### config.mk
export PLATFORM = sky130hd
export DESIGN_NAME = scope_block_waveform_deframer
export DESIGN_NICKNAME = d
export VERILOG_FILES = /design/src/hw/rtl/sbwd_pkg.sv /design/src/hw/rtl/sbwd_parser.sv /design/src/hw/rtl/scope_block_waveform_deframer.sv
export SDC_FILE = /design/constraint.sdc
export NUM_CORES = 1
export LEC_CHECK = 0
export BUFFER_PORTS_ARGS = -buffer_cell sky130_fd_sc_hd__buf_4
export CORE_ASPECT_RATIO = 1.1
export CORE_MARGIN = 3
export CORE_UTILIZATION = 35
export CTS_CLUSTER_DIAMETER = 50
export CTS_CLUSTER_SIZE = 16
export DETAILED_ROUTE_END_ITERATION = 12
export GPL_TIMING_DRIVEN = 0
export PLACE_DENSITY = 0.57
export SKIP_CTS_REPAIR_TIMING = 1
export SKIP_LAST_GASP = 1
export SLEW_MARGIN = 0
export SYNTH_ARGS = -nofsm -noshare
export SYNTH_HDL_FRONTEND = slang
export SYNTH_SLANG_ARGS = --single-unit
### constraint.sdc
create_clock -name clk -period 11.6 [get_ports clk]
set_input_delay 2.9 -clock clk [delete_from_list [all_inputs] [get_ports clk]]
set_output_delay 2.9 -clock clk [all_outputs]
set_load 0.02 [all_outputs]
### src/hw/rtl/sbwd_pkg.sv
// shared types and constants for the scope block waveform deframer
package sbwd_pkg;

  localparam int MAX_CHANNELS      = 4;
  localparam int SAMPLE_COUNT_BITS = 24;
  localparam int CHAN_BITS         = 3;
  localparam int CHAN_IDX_BITS     = 2;
  localparam int EVENT_BITS        = 32;
  localparam int CFG_INDEX_BITS    = 2;
  localparam int CFG_DATA_BITS     = 32;
  localparam int TDATA_BITS        = 72;
  localparam int TUSER_BITS        = 2;

  localparam logic [CFG_INDEX_BITS-1:0] REG_SAMPLES_PER_CHANNEL = 2'd0;
  localparam logic [CFG_INDEX_BITS-1:0] REG_CHANNEL_COUNT       = 2'd1;
  localparam logic [CFG_INDEX_BITS-1:0] REG_EVENT_LIMIT         = 2'd2;

  localparam logic [SAMPLE_COUNT_BITS-1:0] SAMPLES_RESET = 24'd1000;
  localparam logic [CHAN_BITS-1:0]         CHANNELS_RESET = 3'd1;
  localparam logic [EVENT_BITS-1:0]        LIMIT_RESET   = 32'd1;

  localparam logic [7:0] CHAR_HASH    = 8'h23;
  localparam logic [7:0] CHAR_NEWLINE = 8'h0a;
  localparam logic [7:0] CHAR_ZERO    = 8'h30;
  localparam logic [7:0] CHAR_NINE    = 8'h39;

  localparam logic [3:0] DIGITS_MAX = 4'd15;

  typedef enum logic [1:0] {
    PHASE_HEADER  = 2'd0,
    PHASE_SAMPLES = 2'd1,
    PHASE_TRAILER = 2'd2
  } phase_t;

  typedef enum logic {
    KIND_SAMPLE    = 1'b0,
    KIND_EVENT_END = 1'b1
  } kind_t;

  typedef struct packed {
    kind_t                        item_kind;
    logic [7:0]                   sample_value;
    logic [CHAN_IDX_BITS-1:0]     channel_index;
    logic [SAMPLE_COUNT_BITS-1:0] sample_index;
    logic [EVENT_BITS-1:0]        event_number;
    logic                         limit_reached;
  } result_t;

  typedef struct packed {
    logic [SAMPLE_COUNT_BITS-1:0] samples_per_channel;
    logic [CHAN_BITS-1:0]         channel_count;
    logic [EVENT_BITS-1:0]        event_limit;
  } cfg_t;

endpackage

### src/hw/rtl/sbwd_parser.sv
// parse state and per-byte result logic of the deframer
module sbwd_parser
  import sbwd_pkg::*;
(
  input  logic       clk,
  input  logic       rst,
  input  cfg_t       cfg,
  input  logic       accept,
  input  logic [7:0] data_byte,
  output logic       res_valid,
  output result_t    res
);

  phase_t                       phase, phase_next;
  logic                         await_count, await_count_next;
  logic [3:0]                   digit_count, digit_count_next;
  logic [3:0]                   digits_seen, digits_seen_next;
  logic [CHAN_BITS-1:0]         cur_chan, cur_chan_next;
  logic [SAMPLE_COUNT_BITS-1:0] sample_cnt, sample_cnt_next;
  logic [EVENT_BITS-1:0]        events_done, events_done_next;
  logic                         stopped, stopped_next;

  logic [CHAN_BITS-1:0]         eff_chans;
  logic [SAMPLE_COUNT_BITS-1:0] sample_inc;
  logic [CHAN_BITS-1:0]         chan_inc;
  logic [EVENT_BITS-1:0]        events_inc;
  logic                         limit_hit;
  logic [3:0]                   seen_inc;
  logic                         is_digit;

  always_comb begin
    if (cfg.channel_count == '0) begin
      eff_chans = CHAN_BITS'(1);
    end else if (cfg.channel_count > CHAN_BITS'(MAX_CHANNELS)) begin
      eff_chans = CHAN_BITS'(MAX_CHANNELS);
    end else begin
      eff_chans = cfg.channel_count;
    end
  end

  assign sample_inc = sample_cnt + 1'b1;
  assign chan_inc   = cur_chan + 1'b1;
  assign events_inc = events_done + 1'b1;
  assign limit_hit  = events_inc >= cfg.event_limit;
  assign seen_inc   = (digits_seen < DIGITS_MAX) ? digits_seen + 1'b1 : digits_seen;
  assign is_digit   = (data_byte >= CHAR_ZERO) && (data_byte <= CHAR_NINE);

  // next state
  always_comb begin
    phase_next       = phase;
    await_count_next = await_count;
    digit_count_next = digit_count;
    digits_seen_next = digits_seen;
    cur_chan_next    = cur_chan;
    sample_cnt_next  = sample_cnt;
    events_done_next = events_done;
    stopped_next     = stopped;
    if (!stopped) begin
      unique case (phase)
        PHASE_SAMPLES: begin
          sample_cnt_next = sample_inc;
          if (sample_inc == cfg.samples_per_channel) begin
            sample_cnt_next = '0;
            cur_chan_next   = chan_inc;
            phase_next      = (chan_inc >= eff_chans) ? PHASE_TRAILER : PHASE_HEADER;
          end
        end
        PHASE_TRAILER: begin
          if (data_byte == CHAR_NEWLINE) begin
            events_done_next = events_inc;
            if (limit_hit) begin
              stopped_next = 1'b1;
            end else begin
              phase_next      = PHASE_HEADER;
              cur_chan_next   = '0;
              sample_cnt_next = '0;
            end
          end
        end
        default: begin
          if (data_byte == CHAR_HASH) begin
            await_count_next = 1'b1;
          end else if (await_count) begin
            digit_count_next = is_digit ? 4'(data_byte - CHAR_ZERO) : 4'd0;
            digits_seen_next = '0;
            await_count_next = 1'b0;
          end else begin
            digits_seen_next = seen_inc;
            if (seen_inc >= digit_count) begin
              phase_next = PHASE_SAMPLES;
            end
          end
        end
      endcase
    end
  end

  // result
  always_comb begin
    res_valid         = 1'b0;
    res.item_kind     = KIND_SAMPLE;
    res.sample_value  = '0;
    res.channel_index = '0;
    res.sample_index  = '0;
    res.event_number  = events_done;
    res.limit_reached = 1'b0;
    if (!stopped) begin
      unique case (phase)
        PHASE_SAMPLES: begin
          res_valid         = 1'b1;
          res.sample_value  = data_byte;
          res.channel_index = cur_chan[CHAN_IDX_BITS-1:0];
          res.sample_index  = sample_cnt;
        end
        PHASE_TRAILER: begin
          res_valid         = (data_byte == CHAR_NEWLINE);
          res.item_kind     = KIND_EVENT_END;
          res.limit_reached = limit_hit;
        end
        default: begin
          res_valid = 1'b0;
        end
      endcase
    end
  end

  always_ff @(posedge clk) begin
    if (rst) begin
      phase       <= PHASE_HEADER;
      await_count <= 1'b0;
      digit_count <= '0;
      digits_seen <= '0;
      cur_chan    <= '0;
      sample_cnt  <= '0;
      events_done <= '0;
      stopped     <= 1'b0;
    end else if (accept) begin
      phase       <= phase_next;
      await_count <= await_count_next;
      digit_count <= digit_count_next;
      digits_seen <= digits_seen_next;
      cur_chan    <= cur_chan_next;
      sample_cnt  <= sample_cnt_next;
      events_done <= events_done_next;
      stopped     <= stopped_next;
    end
  end

endmodule

### src/hw/rtl/scope_block_waveform_deframer.sv
// top level of the scope block waveform deframer
//
// usage:
// - s_* takes the raw reply stream, one byte per request in s_tdata[7:0]
// - each event is channel_count blocks of '#', a digit count, length digits
//   and samples_per_channel sample bytes, then trailer bytes up to newline
// - m_* gives one request per sample byte and one per end of event
// - cfg_we/cfg_index/cfg_data write samples_per_channel (0), channel_count (1),
//   event_limit (2); only while the block is idle, a rule the user must keep
// - header and trailer bytes other than newline give no output request
// - a result is registered in the result queue when its byte is taken
// - throughput: one byte per cycle while the queue has room; the combinational
//   parse step lies between the input handshake and the two-entry result queue
// - s_tready is low only while both queue entries hold results; a stalled
//   receiver lets results fill both entries before the input stalls
// - after event_limit events all input bytes are taken and dropped
// - rst clears the parse state, the event count and the queue, and loads
//   the register defaults
module scope_block_waveform_deframer
  import sbwd_pkg::*;
(
  input  logic                      clk,
  input  logic                      rst,
  input  logic                      cfg_we,
  input  logic [CFG_INDEX_BITS-1:0] cfg_index,
  input  logic [CFG_DATA_BITS-1:0]  cfg_data,
  input  logic                      s_tvalid,
  output logic                      s_tready,
  input  logic [7:0]                s_tdata,   // data_byte
  output logic                      m_tvalid,
  input  logic                      m_tready,
  // sample_value, channel_index, sample_index, event_number, zero pad
  output logic [TDATA_BITS-1:0]     m_tdata,
  output logic [TUSER_BITS-1:0]     m_tuser    // item_kind, limit_reached
);

  cfg_t    cfg;
  logic    accept;
  logic    res_valid;
  result_t res;
  result_t q0, q1;
  logic [1:0] q_count;
  logic    push, pop;

  always_ff @(posedge clk) begin
    if (rst) begin
      cfg.samples_per_channel <= SAMPLES_RESET;
      cfg.channel_count       <= CHANNELS_RESET;
      cfg.event_limit         <= LIMIT_RESET;
    end else if (cfg_we) begin
      unique case (cfg_index)
        REG_SAMPLES_PER_CHANNEL: cfg.samples_per_channel <= cfg_data[SAMPLE_COUNT_BITS-1:0];
        REG_CHANNEL_COUNT:       cfg.channel_count       <= cfg_data[CHAN_BITS-1:0];
        REG_EVENT_LIMIT:         cfg.event_limit         <= cfg_data[EVENT_BITS-1:0];
        default: ;
      endcase
    end
  end

  assign s_tready = (q_count != 2'd2);
  assign accept   = s_tvalid && s_tready;

  sbwd_parser u_parser (
    .clk       (clk),
    .rst       (rst),
    .cfg       (cfg),
    .accept    (accept),
    .data_byte (s_tdata),
    .res_valid (res_valid),
    .res       (res)
  );

  assign push = accept && res_valid;
  assign pop  = m_tvalid && m_tready;

  // two-entry result queue, head in q0
  always_ff @(posedge clk) begin
    if (rst) begin
      q_count <= '0;
    end else begin
      if (push && !pop) begin
        q_count <= q_count + 1'b1;
      end else if (pop && !push) begin
        q_count <= q_count - 1'b1;
      end
    end
  end

  always_ff @(posedge clk) begin
    if (push && pop) begin
      if (q_count == 2'd1) begin
        q0 <= res;
      end else begin
        q0 <= q1;
        q1 <= res;
      end
    end else if (pop) begin
      q0 <= q1;
    end else if (push) begin
      if (q_count == 2'd0) begin
        q0 <= res;
      end else begin
        q1 <= res;
      end
    end
  end

  assign m_tvalid = (q_count != 2'd0);
  assign m_tdata  = {6'd0, q0.event_number, q0.sample_index, q0.channel_index,
                     q0.sample_value};
  assign m_tuser  = {q0.limit_reached, q0.item_kind};

endmodule

Word-level counts from Yosys, hierarchy flattened
Index checks and enable logic that the tools add are counted.
{ "word_totals": {"regBits": 268, "in_bits": 47, "output_inout_bits": 76, "wordCells": 135} }
{ "op_classes": {"n_addsub": 7, "order_cmp": 7, "eq_ne": 17, "mux": 45, "bitwise_logic": 3, "reduce_logical": 32} }
{ "ops": {"columns": ["operator", "count"], "rows": [
  ["$mux 68", 10],
  ["$mux 24", 3],
  ["$pmux 24 s2", 1],
  ["$mux 35", 1],
  ["$mux 34", 1],
  ["$add 32x1->32 const B", 1],
  ["$ge 32x32->1", 1],
  ["$add 24x1->24 const B", 1],
  ["$eq 24x24->1", 1],
  ["$mux 2", 9],
  ["$mux 3", 5],
  ["$mux 4", 3],
  ["$reduce_and 4->1", 3],
  ["$reduce_and 5->1", 2],
  ["$mux 1", 9],
  ["$reduce_bool 3->1", 3],
  ["$eq 8x4->1 const B", 1],
  ["$eq 8x6->1 const B", 1],
  ["$ge 8x6->1 const B", 1],
  ["$le 8x6->1 const B", 1],
  ["$ne 2x2->1 const B", 4],
  ["$reduce_and 2->1", 4],
  ["$reduce_and 8->1", 1],
  ["$reduce_bool 2->1", 4],
  ["24 further kinds", 40]
]} }

Depth between registers and ports, before layout
{ "depth": {"word_depth": 8, "ltp_mapped": 20, "mapped_depth_nobuf": 18} }

Cells and area by module
From an unflattened synthesis, not the netlist that was laid out.
{ "hier_totals": {"hier_cells": 1316, "hier_area_um2": 13374.1} }
{ "by_module_without_submodules": {"columns": ["mod", "n_inst", "cells_per_inst", "area_per_inst_um2", "seq_area_each_um2"], "rows": [
  ["scope_block_waveform_deframer", 1, 503, 7319.5, 5305.1],
  ["sbwd_parser", 1, 813, 6054.6, 1421.4]
]} }

Least setup slack after synthesis
Ideal clock, no wire load.
{ "synth_timing": {"path_kind": "input to register", "startpoint": "input s_tdata[7]", "endpoint": "register q1[0] (netlist bit) (enable)", "setup_ns": 0.423, "arrival_time_ns": 5.691, "required_time_ns": 11.177, "path_slack_ns": 5.486, "stages": 7, "path_buffers": 0, "cell_sequence": "nor2_1 > and3_1 > nor4b_1 > a21oi_1 > nor2_1 > ha_1 > o211a_1"} }
{ "synth_between": {"elab_chain_len": 7, "word_cells_on_any_way": 10, "cone_classes": "4 x eq/ne; 2 x mux; 4 x reduce/logical"} }
{ "synth_lines": {"columns": ["element", "line_no", "rtl"], "rows": [
  ["start, declared", "scope_block_waveform_deframer.sv:29", "input logic [7:0] s_tdata,"],
  ["$eq 8x4->1 (*)", "sbwd_parser.sv:116", "res_valid = (data_byte == CHAR_NEWLINE);"],
  ["$pmux 1 s2 (*)", "sbwd_parser.sv:108", "unique case (phase)"],
  ["$mux 1 (*)", "sbwd_parser.sv:107", "if (!stopped) begin"],
  ["$logic_and 1x1->1 (*)", "scope_block_waveform_deframer.sv:73", "assign push = accept && res_valid;"],
  ["$logic_and 1x1->1", "scope_block_waveform_deframer.sv:90", "if (push && pop) begin"],
  ["$ne 2x2->1 (no line), or another cell as far along", null, null],
  ["$reduce_and 4->1 (no line) (*)", null, null],
  ["end signal, assigned", "scope_block_waveform_deframer.sv:95", "q1 <= res;"],
  ["end signal, assigned", "scope_block_waveform_deframer.sv:103", "q1 <= res;"],
  ["end, declared", "scope_block_waveform_deframer.sv:41", "result_t q0, q1;"]
]} }
Mark *: on every way between the ends. The rest lies on a longest branch, timed or not.
A chain may end at the register's enable or synchronous reset.

Worst setup path after layout
{ "layout_timing": {"startpoint": "input s_tdata[7]", "endpoint": "register q0 (netlist bit m_tdata[65]), data pin"} }
{ "layout_between": {"elab_chain_len": 6} }
{ "layout_lines": {"columns": ["element", "line_no", "rtl"], "rows": [
  ["$eq 8x4->1", "sbwd_parser.sv:116", null],
  ["$pmux 1 s2", "sbwd_parser.sv:108", null],
  ["$mux 1", "sbwd_parser.sv:107", null],
  ["$logic_and 1x1->1", "scope_block_waveform_deframer.sv:73", null],
  ["$logic_and 1x1->1", "scope_block_waveform_deframer.sv:90", null],
  ["$mux 68", "scope_block_waveform_deframer.sv:90", null],
  ["end signal, assigned", "scope_block_waveform_deframer.sv:92", "q0 <= res;"],
  ["end signal, assigned", "scope_block_waveform_deframer.sv:94", "q0 <= q1;"],
  ["end signal, assigned", "scope_block_waveform_deframer.sv:98", "q0 <= q1;"],
  ["end, declared", "scope_block_waveform_deframer.sv:41", null]
]} }
Every way passes these cells.

==> results.txt <==
worst setup margin: 4.942 ns
crit end category: flip-flop
Seq cells post-synth: 268
switch share: 30.69%
# DRC: 0
area grow syn2layout: 19.96%
Starting Density: 35.91%
final setup violation count: 0
Worst Hold End: q1[8]
clock power share: 35.0%
Iteration-0 DRC Markers: 479
leakage power: 5.784 nW
Seq/Total Area, Yosys: 51.26%
RR Endpoint: u_parser.sample_cnt[16]
CTS max path bufs: 3
Synth cell types: 73
total track usage: 16.46%
Setup Total Neg Slack: 0 ns
clk_lat worst skew: 0.56 ns
layout cells sized above 1: 18.75%
worst-path maximum fanout: 10
min Tclk post-route: 6.658 ns
Synth warnings: 0
hold depth: 0
Avg WL per Cell: 16.88 µm
met1 usage: 23.12%
number of max-cap violations: 0
Mean Syn Cell Area: 10.06 µm²
IO buf count: 115
internal power: 1.972 mW
Async SR Flop Fraction: 0%
hold crit path type: reg -> reg
met3 GRT Util: 2.836%
routed wire length: 33280 µm
Final Hold Vio Count: 0
RePlAce Congestion: 0.8760
critical path class: in -> reg
grt peak-use layer: met2
largest net degree at the start of global routing: 36
sequential share of power: 41.4%
number of global-route vias before repair: 9587
Ports: 123
CTS tree: built
Clock Skew: 0.01191 ns
final period utilization: 57.39%
Antenna Nets Post-Route: 0
post-DP HPWL: 24650 µm
reg-to-reg slack, setup: 5.55 ns
Required @ worst endpoint: 11.91 ns
H-tree levels: 1
unrepaired setup endpoints after global routing: false
chip width: 190.6 µm
Row Count: 73
Slew headroom: 26.01%
Peak VDD IR: 0.1952 mV
Final nets: 1556
R2R Path Start: u_parser.events_done[7]
Psw: 872.8 µW
DIE AREA: 39850 µm²
Via density: 4.998
Num CTS Buffers: 30
die boundary height: 209.1 µm
Max Freq: 150.2 MHz
clock root cell: clkbuf_16
pwr dens: 180.7 nW/µm²
fin. max-slew vios: 0
Clock Sinks: 268
EDFF count, synth: 136
post-layout util: 43.08%
Initial DRT Pass Iterations: 8
crit path DAT: 6.97 ns
CORE AREA: 36540 µm²
vias: 9851
CTS clock-pin slew for the worst setup and hold paths: 0.07 ns
fillers: 3612
Comb power frac: 23.6%
status: completed
first-pass GRT wire length: 52340 µm
initial antenna violation count: 4
most frequent cells in the layout: nand2_1, edfxtp_1, dfxtp_1
startpoint types: input pin
Syn Inst Count: 1304
Post-Syn Area: 13120 µm²
commonest non-fill, non-tap cell in the layout: nand2_1
total power: 2.844 mW
measured slew at the worst slew-check pin: 1.100 ns
pre-CTS WS: 4.259 ns
GRT met2 Usage: 26.26%
R2R depth: 19
top_reg_cell synth: edfxtp_1
Worst Min Path Start: u_parser.events_done[7]
global route overflow: 0
==> Yosys cell counts (10+ instances only) <==
master / instances / area share [%]
edfxtp_1: 136 / 31
nand4_1: 18 / 0.86
nand3_1: 34 / 1.3
nand2_1: 205 / 5.9
mux2_2: 67 / 5.7
a21oi_1: 92 / 3.5
nand3b_1: 10 / 0.57
o21ai_0: 32 / 1.2
xor2_1: 43 / 2.9
inv_1: 59 / 1.7
dfxtp_1: 132 / 20
and3_1: 14 / 0.67
and2_1: 32 / 1.5
xnor2_1: 49 / 3.3
nor4_1: 14 / 0.67
ha_1: 50 / 4.8
nor3_1: 33 / 1.3
clkbuf_1: 61 / 1.7
a31oi_1: 14 / 0.67
nor2_1: 76 / 2.2
or3_1: 12 / 0.57
buf_4: 11 / 0.63
==> per-layer routing <==
metal | vias up | part of all wire, %
li1 | 4864 | -
met1 | 4684 | 47
met2 | 245 | 45
met3 | 52 | 6.0
met4 | 6 | 2.1
met5 | - | 0.12
==> how the worst max path moves through the flow <==
stage / start / to / depth (start not counted)
after floorplan: s_tdata[7] / q1[0] / 7
after global placement: s_tdata[7] / m_tdata[12] / 10
after detailed placement: s_tdata[7] / m_tdata[65] / 11
after CTS: s_tdata[7] / m_tdata[65] / 11
after global routing: s_tdata[7] / m_tdata[65] / 11
final: s_tdata[7] / m_tdata[65] / 11
==> flip-flops by register name, summed over array words and instances (netlist names) <==
register	cells
cfg	59
m_tdata	66
m_tuser	2
q1	68
q_count	2
u_parser.await_count	1
u_parser.cur_chan	3
u_parser.digit_count	4
u_parser.digits_seen	4
u_parser.events_done	32
u_parser.phase	2
u_parser.sample_cnt	24
u_parser.stopped	1
==> critical path, stage by stage <==
cell,delay (ns)
buf_4,0.11
nor2_1,0.20
and3_1,0.20
nor4b_1,0.81
a21oi_1,0.16
nor2_1,0.36
ha_1,0.32
mux2i_2,0.53
buf_6,0.22
clkbuf_1,0.70
mux2_2,0.44
==> logic make-up after synthesis <==
logic type      share of synthesized area, %
simple gates                           18.72
mux                                    6.284
flops                                  51.26
xor+xnor                               6.141
fa+ha+maj                              4.768
other cells                          0.02858
buf+inv                                4.558
compound gates                         8.239
==> power by group through the flow <==
stage	clock [mW]	combinational [mW]	sequential, mW
floorplan	0	0.351	1.28
global placement	0	0.665	1.21
detailed placement	0	0.684	1.20
CTS	1.02	0.688	1.18
global route	1.06	0.738	1.19
finish	0.995	0.672	1.18
==> final cells by class <==
class	count	area (µm²)	area share [%]
Tap cell	487	609.3	3.871
Clock inverter	22	267.8	1.701
Buffer	83	376.6	2.393
Clock buffer	34	787.0	5.000
Antenna cell	1	2.502	0.01590
Inverter	59	221.5	1.407
Timing Repair Buffer	118	914.6	5.811
Sequential cell	268	6726	42.73
Multi-Input combinational cell	899	5834	37.07
==> metrics by stage <==
stage               cell area (µm²)  instances  hold slack, ns
CTS                           15740       1970          0.4303
detailed placement            14680       1914          0.4121
finish                        15740       1971          0.4328
global route                  15740       1971          0.4355
global placement              14610       1911          0.4089
floorplan                     13140       1309          0.4064
Power figures use the tool's default switching activity.
